===== config.mk =====
export PLATFORM = sky130hd
export DESIGN_NAME = service_component_list_parser_unit
export DESIGN_NICKNAME = d
export VERILOG_FILES = /design/src/rtl/sclp_pkg.sv /design/src/rtl/sclp_fifo.sv /design/src/rtl/sclp_front.sv /design/src/rtl/sclp_back.sv /design/src/rtl/service_component_list_parser_unit.sv
export VERILOG_INCLUDE_DIRS = /design/src /design/src/rtl
export SDC_FILE = /design/constraint.sdc
export NUM_CORES = 1
export LEC_CHECK = 0
export BUFFER_PORTS_ARGS = -buffer_cell sky130_fd_sc_hd__buf_2
export CAP_MARGIN = 40
export CORE_MARGIN = 2
export CORE_UTILIZATION = 40
export CTS_CLUSTER_SIZE = 12
export DETAILED_ROUTE_END_ITERATION = 10
export PLACE_DENSITY_LB_ADDON = 0.2
export SLEW_MARGIN = 20
export SYNTH_ARGS = -nofsm -noshare
export SYNTH_HDL_FRONTEND = slang
export SYNTH_HIERARCHICAL = 1
export SYNTH_SLANG_ARGS = --single-unit

===== constraint.sdc =====
create_clock -name clk_i -period 6.2 [get_ports clk_i]
set_input_delay 1.24 -clock clk_i [delete_from_list [all_inputs] [get_ports clk_i]]
set_output_delay 1.24 -clock clk_i [all_outputs]
set_load 0.02 [all_outputs]

===== src/rtl/service_component_list_parser_unit_assert.svh =====
// assertion macros for the service and component list parser
// used by the top level only, needs clk_i and rst_ni in scope
`ifndef SERVICE_COMPONENT_LIST_PARSER_UNIT_ASSERT_SVH
`define SERVICE_COMPONENT_LIST_PARSER_UNIT_ASSERT_SVH

// same-cycle implication, checked outside reset
`define SCLP_ASSERT_IMP(label, ante, cons) \
  label: assert property (@(posedge clk_i) disable iff (!rst_ni) (ante) |-> (cons)) \
    else $error("sclp check failed");

// next-cycle implication, checked outside reset
`define SCLP_ASSERT_NXT(label, ante, cons) \
  label: assert property (@(posedge clk_i) disable iff (!rst_ni) (ante) |=> (cons)) \
    else $error("sclp check failed");

`endif


===== src/rtl/sclp_pkg.sv =====
// types and constants shared by the service and component list parser
// no dependencies
`timescale 1ns / 1ps

package sclp_pkg;

  localparam int unsigned QueueDepth = 2;

  typedef enum logic [1:0] {
    PhId,
    PhCa,
    PhComp1,
    PhComp2
  } phase_e;

  typedef enum logic [1:0] {
    ModeStreamAudio = 2'd0,
    ModeStreamData  = 2'd1,
    ModeReserved    = 2'd2,
    ModePacketData  = 2'd3
  } tmode_e;

  // raw component request from the front part
  typedef struct packed {
    logic [31:0] service_id;
    logic        data_kind;
    logic [2:0]  access_id;
    logic [3:0]  count;
    logic [3:0]  index;
    logic [7:0]  first_byte;
    logic [7:0]  second_byte;
    logic        last;
    logic        no_comp;
  } rec_t;

  // decoded result
  typedef struct packed {
    logic [31:0] service_id;
    logic        programme_service;
    logic [2:0]  access_id;
    logic [3:0]  component_count;
    logic [3:0]  component_index;
    logic [1:0]  transport_mode;
    logic [5:0]  component_type;
    logic [5:0]  subchannel_id;
    logic [11:0] packet_component_id;
    logic        primary_flag;
    logic        access_applied;
    logic        last_of_service;
  } res_t;

endpackage


===== src/rtl/sclp_fifo.sv =====
// small register queue with registered storage, any packed payload type
// depends on nothing but its parameters
`timescale 1ns / 1ps

module sclp_fifo #(
  parameter int unsigned Depth = 2,
  parameter type T = logic [7:0]
) (
  input  logic clk_i,
  input  logic rst_ni,
  input  logic push_i,
  input  T     data_i,
  output logic full_o,
  input  logic pop_i,
  output T     data_o,
  output logic empty_o
);

  localparam int unsigned PtrW = (Depth > 1) ? $clog2(Depth) : 1;
  localparam int unsigned CntW = $clog2(Depth + 1);

  T               mem_q [Depth];
  logic [PtrW-1:0] wr_ptr_q, wr_ptr_d;
  logic [PtrW-1:0] rd_ptr_q, rd_ptr_d;
  logic [CntW-1:0] cnt_q, cnt_d;
  logic            do_push, do_pop;

  assign full_o  = (cnt_q == CntW'(Depth));
  assign empty_o = (cnt_q == '0);
  assign do_push = push_i && !full_o;
  assign do_pop  = pop_i && !empty_o;
  assign data_o  = mem_q[rd_ptr_q];

  always_comb begin
    wr_ptr_d = wr_ptr_q;
    rd_ptr_d = rd_ptr_q;
    cnt_d    = cnt_q;
    if (do_push) begin
      wr_ptr_d = (wr_ptr_q == PtrW'(Depth - 1)) ? '0 : wr_ptr_q + PtrW'(1);
    end
    if (do_pop) begin
      rd_ptr_d = (rd_ptr_q == PtrW'(Depth - 1)) ? '0 : rd_ptr_q + PtrW'(1);
    end
    if (do_push && !do_pop) begin
      cnt_d = cnt_q + CntW'(1);
    end else if (do_pop && !do_push) begin
      cnt_d = cnt_q - CntW'(1);
    end
  end

  always_ff @(posedge clk_i or negedge rst_ni) begin
    if (!rst_ni) begin
      wr_ptr_q <= '0;
      rd_ptr_q <= '0;
      cnt_q    <= '0;
    end else begin
      wr_ptr_q <= wr_ptr_d;
      rd_ptr_q <= rd_ptr_d;
      cnt_q    <= cnt_d;
    end
  end

  always_ff @(posedge clk_i) begin
    if (do_push) begin
      mem_q[wr_ptr_q] <= data_i;
    end
  end

endmodule


===== src/rtl/sclp_front.sv =====
// front part: byte framing state machine, gathers service fields and
// component byte pairs into requests; uses sclp_pkg
`timescale 1ns / 1ps

module sclp_front (
  input  logic          clk_i,
  input  logic          rst_ni,
  input  logic          accept_i,
  input  logic [7:0]    data_byte_i,
  input  logic          header_start_i,
  input  logic          data_service_i,
  output logic          rec_valid_o,
  output sclp_pkg::rec_t rec_o
);

  import sclp_pkg::*;

  phase_e      phase_q, phase_d;
  logic [1:0]  id_cnt_q, id_cnt_d;
  logic [31:0] id_acc_q, id_acc_d;
  logic        data_kind_q, data_kind_d;
  logic [2:0]  acc_id_q, acc_id_d;
  logic [3:0]  count_q, count_d;
  logic [3:0]  index_q, index_d;
  logic [7:0]  first_q, first_d;
  logic [1:0]  id_cnt_inc;
  logic [1:0]  id_need;
  logic [3:0]  index_inc;

  assign id_cnt_inc = id_cnt_q + 2'd1;
  // four id bytes wrap the two-bit count back to zero
  assign id_need    = data_kind_q ? 2'd0 : 2'd2;
  assign index_inc  = index_q + 4'd1;

  always_comb begin
    phase_d     = phase_q;
    id_cnt_d    = id_cnt_q;
    id_acc_d    = id_acc_q;
    data_kind_d = data_kind_q;
    acc_id_d    = acc_id_q;
    count_d     = count_q;
    index_d     = index_q;
    first_d     = first_q;
    rec_valid_o = 1'b0;
    rec_o.service_id  = id_acc_q;
    rec_o.data_kind   = data_kind_q;
    rec_o.access_id   = acc_id_q;
    rec_o.count       = count_q;
    rec_o.index       = index_q;
    rec_o.first_byte  = first_q;
    rec_o.second_byte = data_byte_i;
    rec_o.last        = 1'b0;
    rec_o.no_comp     = 1'b0;

    if (accept_i) begin
      if (header_start_i) begin
        data_kind_d = data_service_i;
        phase_d     = PhId;
        id_cnt_d    = '0;
        id_acc_d    = '0;
      end else begin
        unique case (phase_q)
          PhId: begin
            id_acc_d = {id_acc_q[23:0], data_byte_i};
            if (id_cnt_inc == id_need) begin
              id_cnt_d = '0;
              phase_d  = PhCa;
            end else begin
              id_cnt_d = id_cnt_inc;
            end
          end
          PhCa: begin
            acc_id_d        = data_byte_i[6:4];
            count_d         = data_byte_i[3:0];
            index_d         = '0;
            rec_o.access_id = data_byte_i[6:4];
            rec_o.count     = data_byte_i[3:0];
            rec_o.index     = '0;
            if (data_byte_i[3:0] == 4'd0) begin
              // empty service still reports once
              rec_valid_o   = 1'b1;
              rec_o.last    = 1'b1;
              rec_o.no_comp = 1'b1;
              phase_d       = PhId;
              id_cnt_d      = '0;
              id_acc_d      = '0;
            end else begin
              phase_d = PhComp1;
            end
          end
          PhComp1: begin
            first_d = data_byte_i;
            phase_d = PhComp2;
          end
          PhComp2: begin
            rec_valid_o = 1'b1;
            index_d     = index_inc;
            if (index_inc == count_q) begin
              rec_o.last = 1'b1;
              phase_d    = PhId;
              id_cnt_d   = '0;
              id_acc_d   = '0;
            end else begin
              phase_d = PhComp1;
            end
          end
          default: phase_d = PhId;
        endcase
      end
    end
  end

  always_ff @(posedge clk_i or negedge rst_ni) begin
    if (!rst_ni) begin
      phase_q     <= PhId;
      id_cnt_q    <= '0;
      id_acc_q    <= '0;
      data_kind_q <= 1'b0;
      acc_id_q    <= '0;
      count_q     <= '0;
      index_q     <= '0;
      first_q     <= '0;
    end else begin
      phase_q     <= phase_d;
      id_cnt_q    <= id_cnt_d;
      id_acc_q    <= id_acc_d;
      data_kind_q <= data_kind_d;
      acc_id_q    <= acc_id_d;
      count_q     <= count_d;
      index_q     <= index_d;
      first_q     <= first_d;
    end
  end

endmodule


===== src/rtl/sclp_back.sv =====
// back part: decodes one component request into a result by transport mode
// uses sclp_pkg
`timescale 1ns / 1ps

module sclp_back (
  input  logic           rec_valid_i,
  output logic           rec_ready_o,
  input  sclp_pkg::rec_t rec_i,
  output logic           res_valid_o,
  input  logic           res_ready_i,
  output sclp_pkg::res_t res_o
);

  import sclp_pkg::*;

  logic [1:0] mode;

  assign rec_ready_o = res_ready_i;
  assign res_valid_o = rec_valid_i;
  assign mode        = rec_i.no_comp ? ModeStreamAudio : rec_i.first_byte[7:6];

  always_comb begin
    res_o.service_id          = rec_i.service_id;
    res_o.programme_service   = !rec_i.data_kind;
    res_o.access_id           = rec_i.access_id;
    res_o.component_count     = rec_i.count;
    res_o.component_index     = rec_i.index;
    res_o.transport_mode      = mode;
    res_o.component_type      = '0;
    res_o.subchannel_id       = '0;
    res_o.packet_component_id = '0;
    res_o.primary_flag        = 1'b0;
    res_o.access_applied      = 1'b0;
    res_o.last_of_service     = rec_i.last;
    if (!rec_i.no_comp) begin
      unique case (mode)
        ModeStreamAudio, ModeStreamData: begin
          res_o.component_type = rec_i.first_byte[5:0];
          res_o.subchannel_id  = rec_i.second_byte[7:2];
          res_o.primary_flag   = rec_i.second_byte[1];
          res_o.access_applied = rec_i.second_byte[0];
        end
        ModePacketData: begin
          res_o.packet_component_id = {rec_i.first_byte[5:0], rec_i.second_byte[7:2]};
          res_o.primary_flag        = rec_i.second_byte[1];
          res_o.access_applied      = rec_i.second_byte[0];
        end
        default: begin
          // reserved mode leaves all component fields at zero
          res_o.primary_flag = 1'b0;
        end
      endcase
    end
  end

endmodule


===== src/rtl/service_component_list_parser_unit.sv =====
// Service and component list parser, top level.
// Input channel: one list byte per push with header_start_i / data_service_i
// flags; a byte is taken at a clock edge with push high and full low.
// A header byte restarts parsing and sets the service kind (16-bit programme
// id or 32-bit data id); bytes before any header parse as programme services.
// Result channel: the oldest result sits on the result ports while empty is
// low and leaves at an edge with pop high. One result per component, or one
// with zeroed component fields for a service without components.
// A result is registered in the request queue, then in the result queue, before it
// reaches the result ports; a full result queue holds it in the request queue.
// Throughput: one byte per cycle while full is low, set by the framing state
// machine in the front part; each queue holds QueueDepth entries.
// When the receiver stops popping, the result queue fills, then the request
// queue, and full rises; bytes that give no result wait as well.
// Reset clears both queues and puts the framer back to waiting for a
// programme service id.
// Depends on sclp_pkg, sclp_front, sclp_back, sclp_fifo and the assert header.
`timescale 1ns / 1ps

module service_component_list_parser_unit #(
  parameter int unsigned QueueDepth = sclp_pkg::QueueDepth
) (
  input  logic        clk_i,
  input  logic        rst_ni,
  input  logic        push,
  output logic        full,
  input  logic [7:0]  data_byte_i,
  input  logic        header_start_i,
  input  logic        data_service_i,
  output logic        empty,
  input  logic        pop,
  output logic [31:0] service_id_o,
  output logic        programme_service_o,
  output logic [2:0]  access_id_o,
  output logic [3:0]  component_count_o,
  output logic [3:0]  component_index_o,
  output logic [1:0]  transport_mode_o,
  output logic [5:0]  component_type_o,
  output logic [5:0]  subchannel_id_o,
  output logic [11:0] packet_component_id_o,
  output logic        primary_flag_o,
  output logic        access_applied_o,
  output logic        last_of_service_o
);

  import sclp_pkg::*;

  logic accept;
  logic front_valid;
  rec_t front_rec;
  logic mid_full, mid_empty;
  rec_t mid_rec;
  logic back_ready;
  logic res_valid;
  res_t res;
  logic out_full;
  res_t out_res;

  assign full   = mid_full;
  assign accept = push && !mid_full;

  sclp_front u_front (
    .clk_i          (clk_i),
    .rst_ni         (rst_ni),
    .accept_i       (accept),
    .data_byte_i    (data_byte_i),
    .header_start_i (header_start_i),
    .data_service_i (data_service_i),
    .rec_valid_o    (front_valid),
    .rec_o          (front_rec)
  );

  sclp_fifo #(
    .Depth (QueueDepth),
    .T     (rec_t)
  ) u_req_q (
    .clk_i   (clk_i),
    .rst_ni  (rst_ni),
    .push_i  (front_valid),
    .data_i  (front_rec),
    .full_o  (mid_full),
    .pop_i   (back_ready),
    .data_o  (mid_rec),
    .empty_o (mid_empty)
  );

  sclp_back u_back (
    .rec_valid_i (!mid_empty),
    .rec_ready_o (back_ready),
    .rec_i       (mid_rec),
    .res_valid_o (res_valid),
    .res_ready_i (!out_full),
    .res_o       (res)
  );

  sclp_fifo #(
    .Depth (QueueDepth),
    .T     (res_t)
  ) u_res_q (
    .clk_i   (clk_i),
    .rst_ni  (rst_ni),
    .push_i  (res_valid),
    .data_i  (res),
    .full_o  (out_full),
    .pop_i   (pop),
    .data_o  (out_res),
    .empty_o (empty)
  );

  assign service_id_o          = out_res.service_id;
  assign programme_service_o   = out_res.programme_service;
  assign access_id_o           = out_res.access_id;
  assign component_count_o     = out_res.component_count;
  assign component_index_o     = out_res.component_index;
  assign transport_mode_o      = out_res.transport_mode;
  assign component_type_o      = out_res.component_type;
  assign subchannel_id_o       = out_res.subchannel_id;
  assign packet_component_id_o = out_res.packet_component_id;
  assign primary_flag_o        = out_res.primary_flag;
  assign access_applied_o      = out_res.access_applied;
  assign last_of_service_o     = out_res.last_of_service;

  `include "service_component_list_parser_unit_assert.svh"

  // the front only raises a request for a byte it has taken
  `SCLP_ASSERT_IMP(a_req_from_accept, front_valid, accept && !header_start_i)
  // a service without components reports a single zeroed result
  `SCLP_ASSERT_IMP(a_empty_service, !empty && component_count_o == 4'd0,
                   last_of_service_o && transport_mode_o == ModeStreamAudio)
  // the final component of a service carries the highest index
  `SCLP_ASSERT_IMP(a_last_index, !empty && last_of_service_o && component_count_o != 4'd0,
                   component_index_o == 4'(component_count_o - 4'd1))
  // a result that was not popped stays for the next cycle
  `SCLP_ASSERT_NXT(a_res_hold, !empty && !pop, !empty && $stable(service_id_o))

endmodule


=== Yosys cells after proc, flatten, opt, wreduce, memory -nomap -nowiden ===
Memories as Yosys holds them, arrays and structs flattened.
Cells that the tools add are included.

* Bits in writable memories: 270
* Output and inout bits: 75
* Input port bits: 14
* Bits in registers: 64
* Logic and storage cells: 119
* Memories kept: 2

* Mux-type cells: 47
* Bitwise logic cells: 1
* Equal/unequal tests: 12
* Reduce and logical (&&, ||, !) cells: 33
* Add/sub/neg operators: 10

{| class="wikitable"
|+ Memory list
! name !! depth !! bits a word !! read ports !! clocked after memory_dff !! write ports !! RTL line !! RTL
|-
| u_res_q.mem_q || 2 || 73 || 1 || 0 || 1 || sclp_fifo.sv:22 || <nowiki>T mem_q [Depth];</nowiki>
|-
| u_req_q.mem_q || 2 || 62 || 1 || 0 || 1 || sclp_fifo.sv:22 ||
|}

{| class="wikitable"
|+ Operators by type and width
! operator !! number
|-
| $mux 32 || 3
|-
| $pmux 32 s3 || 1
|-
| $mux 2 || 17
|-
| $mux 11 || 3
|-
| $mux 26 || 1
|-
| $mux 12 || 2
|-
| $mux 1 || 15
|-
| $eq 2x2->1 const B || 5
|-
| $ne 3x2->1 const B || 3
|-
| $reduce_and 3->1 || 3
|-
| $logic_and 1x1->1 || 8
|-
| $logic_not 1->1 || 8
|-
| $logic_not 2->1 || 4
|-
| $pmux 2 s4 || 1
|-
| $pmux 4 s2 || 1
|-
| $add 2x1->2 const B || 3
|-
| $pmux 2 s3 || 1
|-
| $reduce_bool 2->1 || 3
|-
| $add 1x1->1 const B || 4
|-
| $add 4x1->4 const B || 1
|-
| $eq 2x1->1 const B || 2
|-
| $eq 4x4->1 || 1
|-
| $logic_not 4->1 || 1
|-
| $pmux 1 s2 || 2
|-
| 8 further kinds || 10
|}

=== Longest topological paths before layout ===
Gate-level depths: netlist of run 1.

* Depth in word-level cells: 10
* Depth in mapped cells: 12
* Gate-level depth less buffers: 11

=== By module ===
Netlist of run 1, hierarchy kept.

{| class="wikitable"
|+ By module, submodules not included
! module !! cells each !! sequential area each (um^2) !! instances !! area each (um^2)
|-
| sclp_fifo at u_res_q || 246 || 4484.3 || 1 || 5711.7
|-
| sclp_fifo at u_req_q || 212 || 3823.7 || 1 || 4971.0
|-
| sclp_front || 265 || 1401.3 || 1 || 2952.8
|-
| sclp_back || 80 || 0.0 || 1 || 565.5
|-
| service_component_list_parser_unit || 3 || 0.0 || 1 || 21.3
|}

=== Worst setup path before layout of run 1 ===
OpenSTA, ideal clock, no wires.

* Kind: input -> register
* From: input port push
* To: memory u_req_q/mem_q[0][0] (netlist name) (enable)
* Buffers on the path: 1
* Setup time: 0.482 ns
* Data required time: 5.718 ns
* Stages on the path: 6
* Arrival: 4.567 ns
* Setup slack: 1.151 ns
* Cells stage by stage: nor2b_4 -> nand3b_1 -> clkbuf_1 -> nor2_1 -> nand2_1 -> nor2_1

* Word-level cells in the longest chain between the ends: 5

{| class="wikitable"
|+ RTL lines
! element !! RTL line !! RTL
|-
| start, declared || service_component_list_parser_unit.sv:25 || <nowiki>input logic push,</nowiki>
|-
| $logic_and 1x1->1 || service_component_list_parser_unit.sv:60 || <nowiki>assign accept = push && !mid_full;</nowiki>
|-
| $mux 1 || sclp_front.sv:55 || <nowiki>if (accept_i) begin</nowiki>
|-
| via front_valid || service_component_list_parser_unit.sv:49 || <nowiki>logic front_valid;</nowiki>
|-
| $logic_and 1x1->1 || sclp_fifo.sv:30 || <nowiki>assign do_push = push_i && !full_o;</nowiki>
|-
| $mux 1 || sclp_fifo.sv:64 || <nowiki>if (do_push) begin</nowiki>
|-
| $mux 1 (implied by the code) || sclp_fifo.sv:65 || <nowiki>mem_q[wr_ptr_q] <= data_i;</nowiki>
|-
| end, declared || sclp_fifo.sv:22 ||
|}

The timed path passes the listed nets, and every way through them passes these cells.

=== Worst setup path in the final report of run 1 ===
* From: register u_res_q.rd_ptr_q
* To: output port transport_mode_o[1]

* Word-level cells in the longest chain between the ends: 1

{| class="wikitable"
|+ RTL lines
! element !! RTL line !! RTL
|-
| start, declared || sclp_fifo.sv:24 || <nowiki>logic [PtrW-1:0] rd_ptr_q, rd_ptr_d;</nowiki>
|-
| start signal, assigned || sclp_fifo.sv:58 || <nowiki>rd_ptr_q <= rd_ptr_d;</nowiki>
|-
| $mem_v2 2x73 || n/a ||
|-
| end, declared || service_component_list_parser_unit.sv:37 || <nowiki>output logic [1:0] transport_mode_o,</nowiki>
|}

No other way between the ends.

==> results.sh, run 1 <==
export IMPL_post_cts_resized=0
export IMPL_worst_path_buf_inv=2
export IMPL_clock_latency_ns=0.53
export IMPL_fin_skew_ns=0.0217
export IMPL_dieArea_sq_um=37100
export IMPL_vdd_drop_max_mv=0.331
export IMPL_slowest_delay_ns=0.64
export IMPL_slew_headroom_pct=40.9
export IMPL_rsz0062_at_grt="no"
export IMPL_fin_nets=873
export IMPL_worstSetupStartpointType="flop"
export IMPL_synth_cells=806
export IMPL_p_leak_uw=0.00604
export IMPL_antenna_found_initial=0
export IMPL_ys_ff_latch=334
export IMPL_period_share_pct=56.6
export IMPL_grt_pass1_vias=6670
export IMPL_cts_htree_levels=2
export IMPL_async_flop_share_pct=19.2
export IMPL_layout_drive_gt1_share_pct=39.0
export IMPL_hold_path_class="reg2reg"
export IMPL_synth_top_area_cell="edfxtp_1"
export IMPL_drc_errors=0
export IMPL_die_w_microns=193
export IMPL_cp_max_fo=29
export IMPL_grt_overflow_total=0
export IMPL_die_h_microns=193
export IMPL_via_count=6576
export IMPL_gp_congestion=0.696
export IMPL_postCtsSetupBuffers=0
export IMPL_crit_chain="buf_4 > mux2_4 > buf_2"
export IMPL_rows=69
export IMPL_viasPerCell=4.88
export IMPL_tightest_slew_ns=0.884
export IMPL_synth_avg_cell_area_sq_um=17.6
export IMPL_core_sq_um=35300
export IMPL_root_buffer="clkbuf_16"
export IMPL_cts_hold_buffers_added=0
export IMPL_dr_pass1_iters=4
export IMPL_power_uw=8680
export IMPL_synth_top_area_share_pct=57.0
export IMPL_synth_cell_types=45
export IMPL_finalWirelength_mm=25.4
export IMPL_max_freq_mhz=285
export IMPL_critPathSlowestCell="dfrtp_4"
export IMPL_fin_crit_ns=3.51
export IMPL_yosysWarnings=6
export IMPL_cp_top_family="buffers and inverters"
export IMPL_fin_ws_ns=2.69
export IMPL_powerDensity_nw_per_um2=547
export IMPL_status="complete, no violations"
export IMPL_yosys_top_cells_area="edfxtp_1 57%, mux2_4 13%, dfrtp_1 11%, mux2_2 3.1%, buf_4 3.0%"
export IMPL_clk_path_buf_depth=3
export IMPL_crit_path_end_kind="output port"
export IMPL_grt_usage_pct=13.9
export IMPL_ios=89
export IMPL_drtIter0Drc=428
export IMPL_io_buffers=88
export IMPL_synth_seq_area_share_pct=68.3
export IMPL_maxCapViolations=0
export IMPL_cp_arrival_ns=2.27
export IMPL_crit_required_ns=4.96
export IMPL_setup_violations=0
export IMPL_fillers=3071
export IMPL_drt_wirelength_per_cell_microns=18.9
export IMPL_synthesis_nets=823
export IMPL_synth_most_common_cell="edfxtp_1"
export IMPL_synth_ff_type="edfxtp_1"
export IMPL_synth_edff_count=270
export IMPL_path_class="reg2out"
export IMPL_post_place_ws_ns=2.15
export IMPL_slew_violations=0
export IMPL_netlist_area_sq_um=14200
export IMPL_start_util_pct=40.3
export IMPL_cts_buffers=37
export IMPL_synth_common_cells="270 x edfxtp_1, 119 x mux2_4, 64 x dfrtp_1"
export IMPL_path_clk_slew_ns=0.06
export IMPL_ant_nets=0
export IMPL_cts_tree="done"
export IMPL_hold_viol=0
export IMPL_synthToLayoutAreaGrowth_pct=11.6
export IMPL_clock_sinks=334
export IMPL_post_dp_hpwl_mm=15.7
export IMPL_grt_pass1_wl_mm=39.1
export IMPL_layout_area_seq_sq_um=9720
export IMPL_tns_ns=0
export IMPL_grt_max_degree=55
export IMPL_multi_input_area_sq_um=3740
path summary, 6_finish.rpt:
| path | from | slack, ns | endpoint | cells past startpoint |
|---|---|---|---|---|
| setup / recovery | u_res_q/rd_ptr_q$_DFFE_PN0P_ | 2.69 | transport_mode_o[1] | 3 |
| hold / removal | u_front/first_q[7]$_DFFE_PN0P_ | 0.47 | u_req_q/mem_q[1][17]$_DFFE_PP_ | 0 |
| setup reg to reg | u_req_q/cnt_q[0]$_DFFE_PN0P_ | 2.99 | u_req_q/mem_q[1][59]$_DFFE_PP_ | 7 |
| hold reg to reg | u_front/first_q[7]$_DFFE_PN0P_ | 0.47 | u_req_q/mem_q[1][17]$_DFFE_PP_ | 0 |
| max in group asynchronous | rst_ni | 4.62 | u_res_q/rd_ptr_q$_DFFE_PN0P_ | 3 |
| min in group asynchronous | rst_ni | 0.61 | u_front/first_q[5]$_DFFE_PN0P_ | 1 |
cells by family (layout without fill, tap and decap cells):
group / after synthesis / after routing / share of synthesized area, %
other cells: 0 / 1 / 0
compound gates: 83 / 83 / 3.94
fa+ha+maj: 3 / 3 / 0.264
buf+inv: 103 / 182 / 5.59
flops: 334 / 334 / 68.3
xor+xnor: 16 / 16 / 1.08
mux: 159 / 159 / 15.7
simple gates: 108 / 108 / 5.14
registers in the layout (all words and copies together) (netlist names), 2 cells and up:
register          cells
u_front/acc_id_q      3
u_front/count_q       4
u_front/first_q       8
u_front/id_acc_q     32
u_front/id_cnt_q      2
u_front/index_q       4
u_front/phase_q       2
u_req_q/cnt_q         2
u_req_q/mem_q       124
u_res_q/cnt_q         2
u_res_q/mem_q       146
routing by layer:
| layer | global-route usage (%) | share of wire [%] |
|---|---|---|
| met1 | 20.0 | 47 |
| met2 | 21.6 | 47 |
| met3 | 2.53 | 4.2 |
| met4 | 3.61 | 1.7 |
| met5 | 0 | 0 |
stage by stage:
stage	cell area, sq um	std cells	hold WS [ns]	util, %
global route	15900	1346	0.485	45.0
detailed placement	14700	1278	0.456	41.7
global placement	14600	1272	0.446	41.3
finish	15900	1347	0.470	45.0
CTS	15900	1346	0.468	45.0
floorplan	14200	806	0.438	-
report_power, final:
| part | internal [uW] | leakage [uW] | total, uW | switching (uW) |
|---|---|---|---|---|
| clock | 1210 | 0.000556 | 2050 | 838 |
| sequential | 3370 | 0.00334 | 3760 | 390 |
| combinational | 1280 | 0.00214 | 2860 | 1580 |
| total | 5870 | 0.00604 | 8680 | 2810 |
cell usage in the layout (no fill, tap or decap), drive strengths merged, types with 3 or more instances in the layout:
cell type	n
a21oi	4
a22oi	32
and2	13
and3	14
buf	103
clkbuf	59
clkinv	8
dfrtp	64
edfxtp	270
ha	3
inv	10
mux2	158
nand2	9
nand2b	3
nand3b	35
nor2	12
nor2b	7
nor3	4
nor4	3
o21ai	43
xnor2	9
xor2	6
final cells by class:
class                      count  share of cell area [%]
antenna                        1                  0.0158
clock buffer                  59                    6.86
clock inverter                 9                   0.457
inverter                      11                   0.260
multi-input combinational    369                    23.6
sequential                   334                    61.2
tap                          461                    3.63
timing repair buffer         103                    3.99
Power figures use the tool's default switching activity.
==> run 2, diff against run 1 <==
- clock period: 6.2 -> 3.3 ns (I/O delays scaled with it)
==> results.sh, run 2 (synthesized netlist as in run 1, its figures left out) <==
export IMPL_status="complete, no violations"
export IMPL_cts_htree_levels=2
export IMPL_top_regs="u_res_q/mem_q (146), u_req_q/mem_q (124), u_front/id_acc_q (32)"
export IMPL_core_sq_um=35300
export IMPL_pwr_share_seq_pct=43.0
export IMPL_grt_pass1_wl_mm=39.2
export IMPL_path_class="reg2out"
export IMPL_powerDensity_nw_per_um2=1020
export IMPL_ios=89
export IMPL_drtIter0Drc=491
export IMPL_gp_congestion=0.700
export IMPL_grt_pass1_vias=6651
export IMPL_p_leak_uw=0.00605
export IMPL_period_share_pct=82.3
export IMPL_drt_wirelength_per_cell_microns=18.9
export IMPL_crit_chain="buf_4 > mux2_2 > buf_2"
export IMPL_dr_pass1_iters=5
export IMPL_clk_path_buf_depth=3
export IMPL_fin_crit_ns=2.71
export IMPL_die_h_microns=193
export IMPL_cts_tree="done"
export IMPL_slowest_delay_ns=0.46
export IMPL_post_place_ws_ns=0.844
export IMPL_start_util_pct=40.3
export IMPL_viasPerCell=4.96
export IMPL_clock_latency_ns=0.51
export IMPL_largest_register="u_res_q/mem_q"
export IMPL_swShare_pct=32.3
export IMPL_crit_path_end_kind="output port"
export IMPL_cp_max_fo=32
export IMPL_critPathSlowestCell="buf_4"
export IMPL_p_switching_uw=5250
export IMPL_diodes=0
export IMPL_cp_top_family="buffers and inverters"
export IMPL_vdd_drop_max_mv=0.868
export IMPL_die_w_microns=193
export IMPL_stdcell_count=1352
export IMPL_p_comb_share_pct=33.7
export IMPL_fin_skew_ns=0.0207
export IMPL_cts_hold_buffers_added=0
export IMPL_grt_usage_pct=13.9
export IMPL_drc_errors=0
export IMPL_layout_common_cells="270 x edfxtp_1, 119 x mux2_4, 88 x buf_2"
export IMPL_root_buffer="clkbuf_16"
export IMPL_worst_path_buf_inv=2
export IMPL_post_dp_hpwl_mm=15.4
export IMPL_p_clk_share_pct=23.3
export IMPL_r2r_slack_ns=0.92
export IMPL_fin_nets=880
export IMPL_via_count=6702
export IMPL_fin_ws_ns=0.585
export IMPL_finalWirelength_mm=25.5
export IMPL_grt_max_degree=74
export IMPL_clock_sinks=334
export IMPL_r2r_end="u_req_q/mem_q[1][48]$_DFFE_PP_"
export IMPL_tns_ns=0
export IMPL_crit_required_ns=2.64
export IMPL_setup_violations=0
export IMPL_hold_viol=0
export IMPL_antenna_found_initial=1
export IMPL_worstSetupStartpointType="flop"
export IMPL_worstReg2RegStart="u_req_q/cnt_q[0]$_DFFE_PN0P_"
export IMPL_layout_drive_gt1_share_pct=39.5
export IMPL_max_freq_mhz=368
export IMPL_hold_path_class="in2async"
export IMPL_finalCoreUtilization_pct=44.9
export IMPL_rows=69
export IMPL_maxCapViolations=0
export IMPL_path_clk_slew_ns=0.06
export IMPL_placed_cells=1285
export IMPL_grt_overflow_total=0
export IMPL_synthToLayoutAreaGrowth_pct=11.5
export IMPL_post_cts_resized=0
export IMPL_io_buffers=88
export IMPL_rsz0062_at_grt="no"
export IMPL_ff2ff_path_depth=8
export IMPL_intPower_uw=11000
export IMPL_tightest_slew_ns=0.609
export IMPL_cp_arrival_ns=2.05
export IMPL_slew_headroom_pct=59.4
export IMPL_cts_buffers=36
export IMPL_ant_nets=0
export IMPL_dieArea_sq_um=37100
export IMPL_final_common_cell="edfxtp_1"
export IMPL_largest_register_ff_count=146
export IMPL_slew_violations=0
export IMPL_fillers=3081
export IMPL_postCtsSetupBuffers=0
## run 2: stage by stage
stage	hold slack (ns)	cell area [sq um]	power, uW
final	0.152	15900	16200
after global routing	0.175	15900	17200
after CTS	0.149	15900	16500
after detailed placement	0.460	14700	12700
after global placement	0.448	14700	12600
after floorplan	0.364	14200	11400
## run 2: worst reg2reg max path: stages (launching register included)
cell and delay (ns):
dfrtp_1 0.42, nand2b_1 0.23, inv_1 0.11, nor2b_4 0.19, nand3b_1 0.09, buf_4 0.18
nor2_1 0.14, and3_2 0.21, buf_4 0.40
## run 2: layer usage
metal | vias up | GRT usage (%) | part of all wire (%)
li1 | 3104 | - | -
met4 | 2 | 4.64 | 2.1
met1 | 3413 | 19.9 | 48
met2 | 140 | 21.2 | 46
met5 | - | 0 | 0.051
met3 | 43 | 2.69 | 4.3
## run 2: cell type report
| cell class | count | area, sq um | share of cell area, % |
|---|---|---|---|
| sequential | 334 | 9720 | 61.3 |
| multi-input combinational | 369 | 3740 | 23.6 |
| clock buffer | 57 | 1040 | 6.56 |
| timing repair buffer | 111 | 663 | 4.18 |
| tap | 461 | 577 | 3.64 |
| clock inverter | 9 | 81.3 | 0.513 |
| inverter | 11 | 41.3 | 0.260 |
## run 2: worst max-delay path by stage
stage / from / to / cells past startpoint
after floorplan: u_req_q/cnt_q[0]$_DFFE_PN0P_ / u_req_q/mem_q[1][0]$_DFFE_PP_ / 7
after global placement: data_byte_i[3] / u_req_q/mem_q[1][42]$_DFFE_PP_ / 7
after detailed placement: data_byte_i[3] / u_req_q/mem_q[1][35]$_DFFE_PP_ / 7
after CTS: u_res_q/rd_ptr_q$_DFFE_PN0P_ / service_id_o[9] / 3
after global routing: u_res_q/rd_ptr_q$_DFFE_PN0P_ / service_id_o[0] / 3
final: u_res_q/rd_ptr_q$_DFFE_PN0P_ / service_id_o[9] / 3
## run 2: power by group through the flow
| stage | combinational [uW] | sequential [uW] | clock, uW |
|---|---|---|---|
| floorplan | 4570 | 6860 | 0 |
| global placement | 5560 | 7030 | 0 |
| detailed placement | 5570 | 7080 | 0 |
| CTS | 5590 | 7000 | 3910 |
| global route | 5960 | 7130 | 4070 |
| finish | 5470 | 6980 | 3790 |
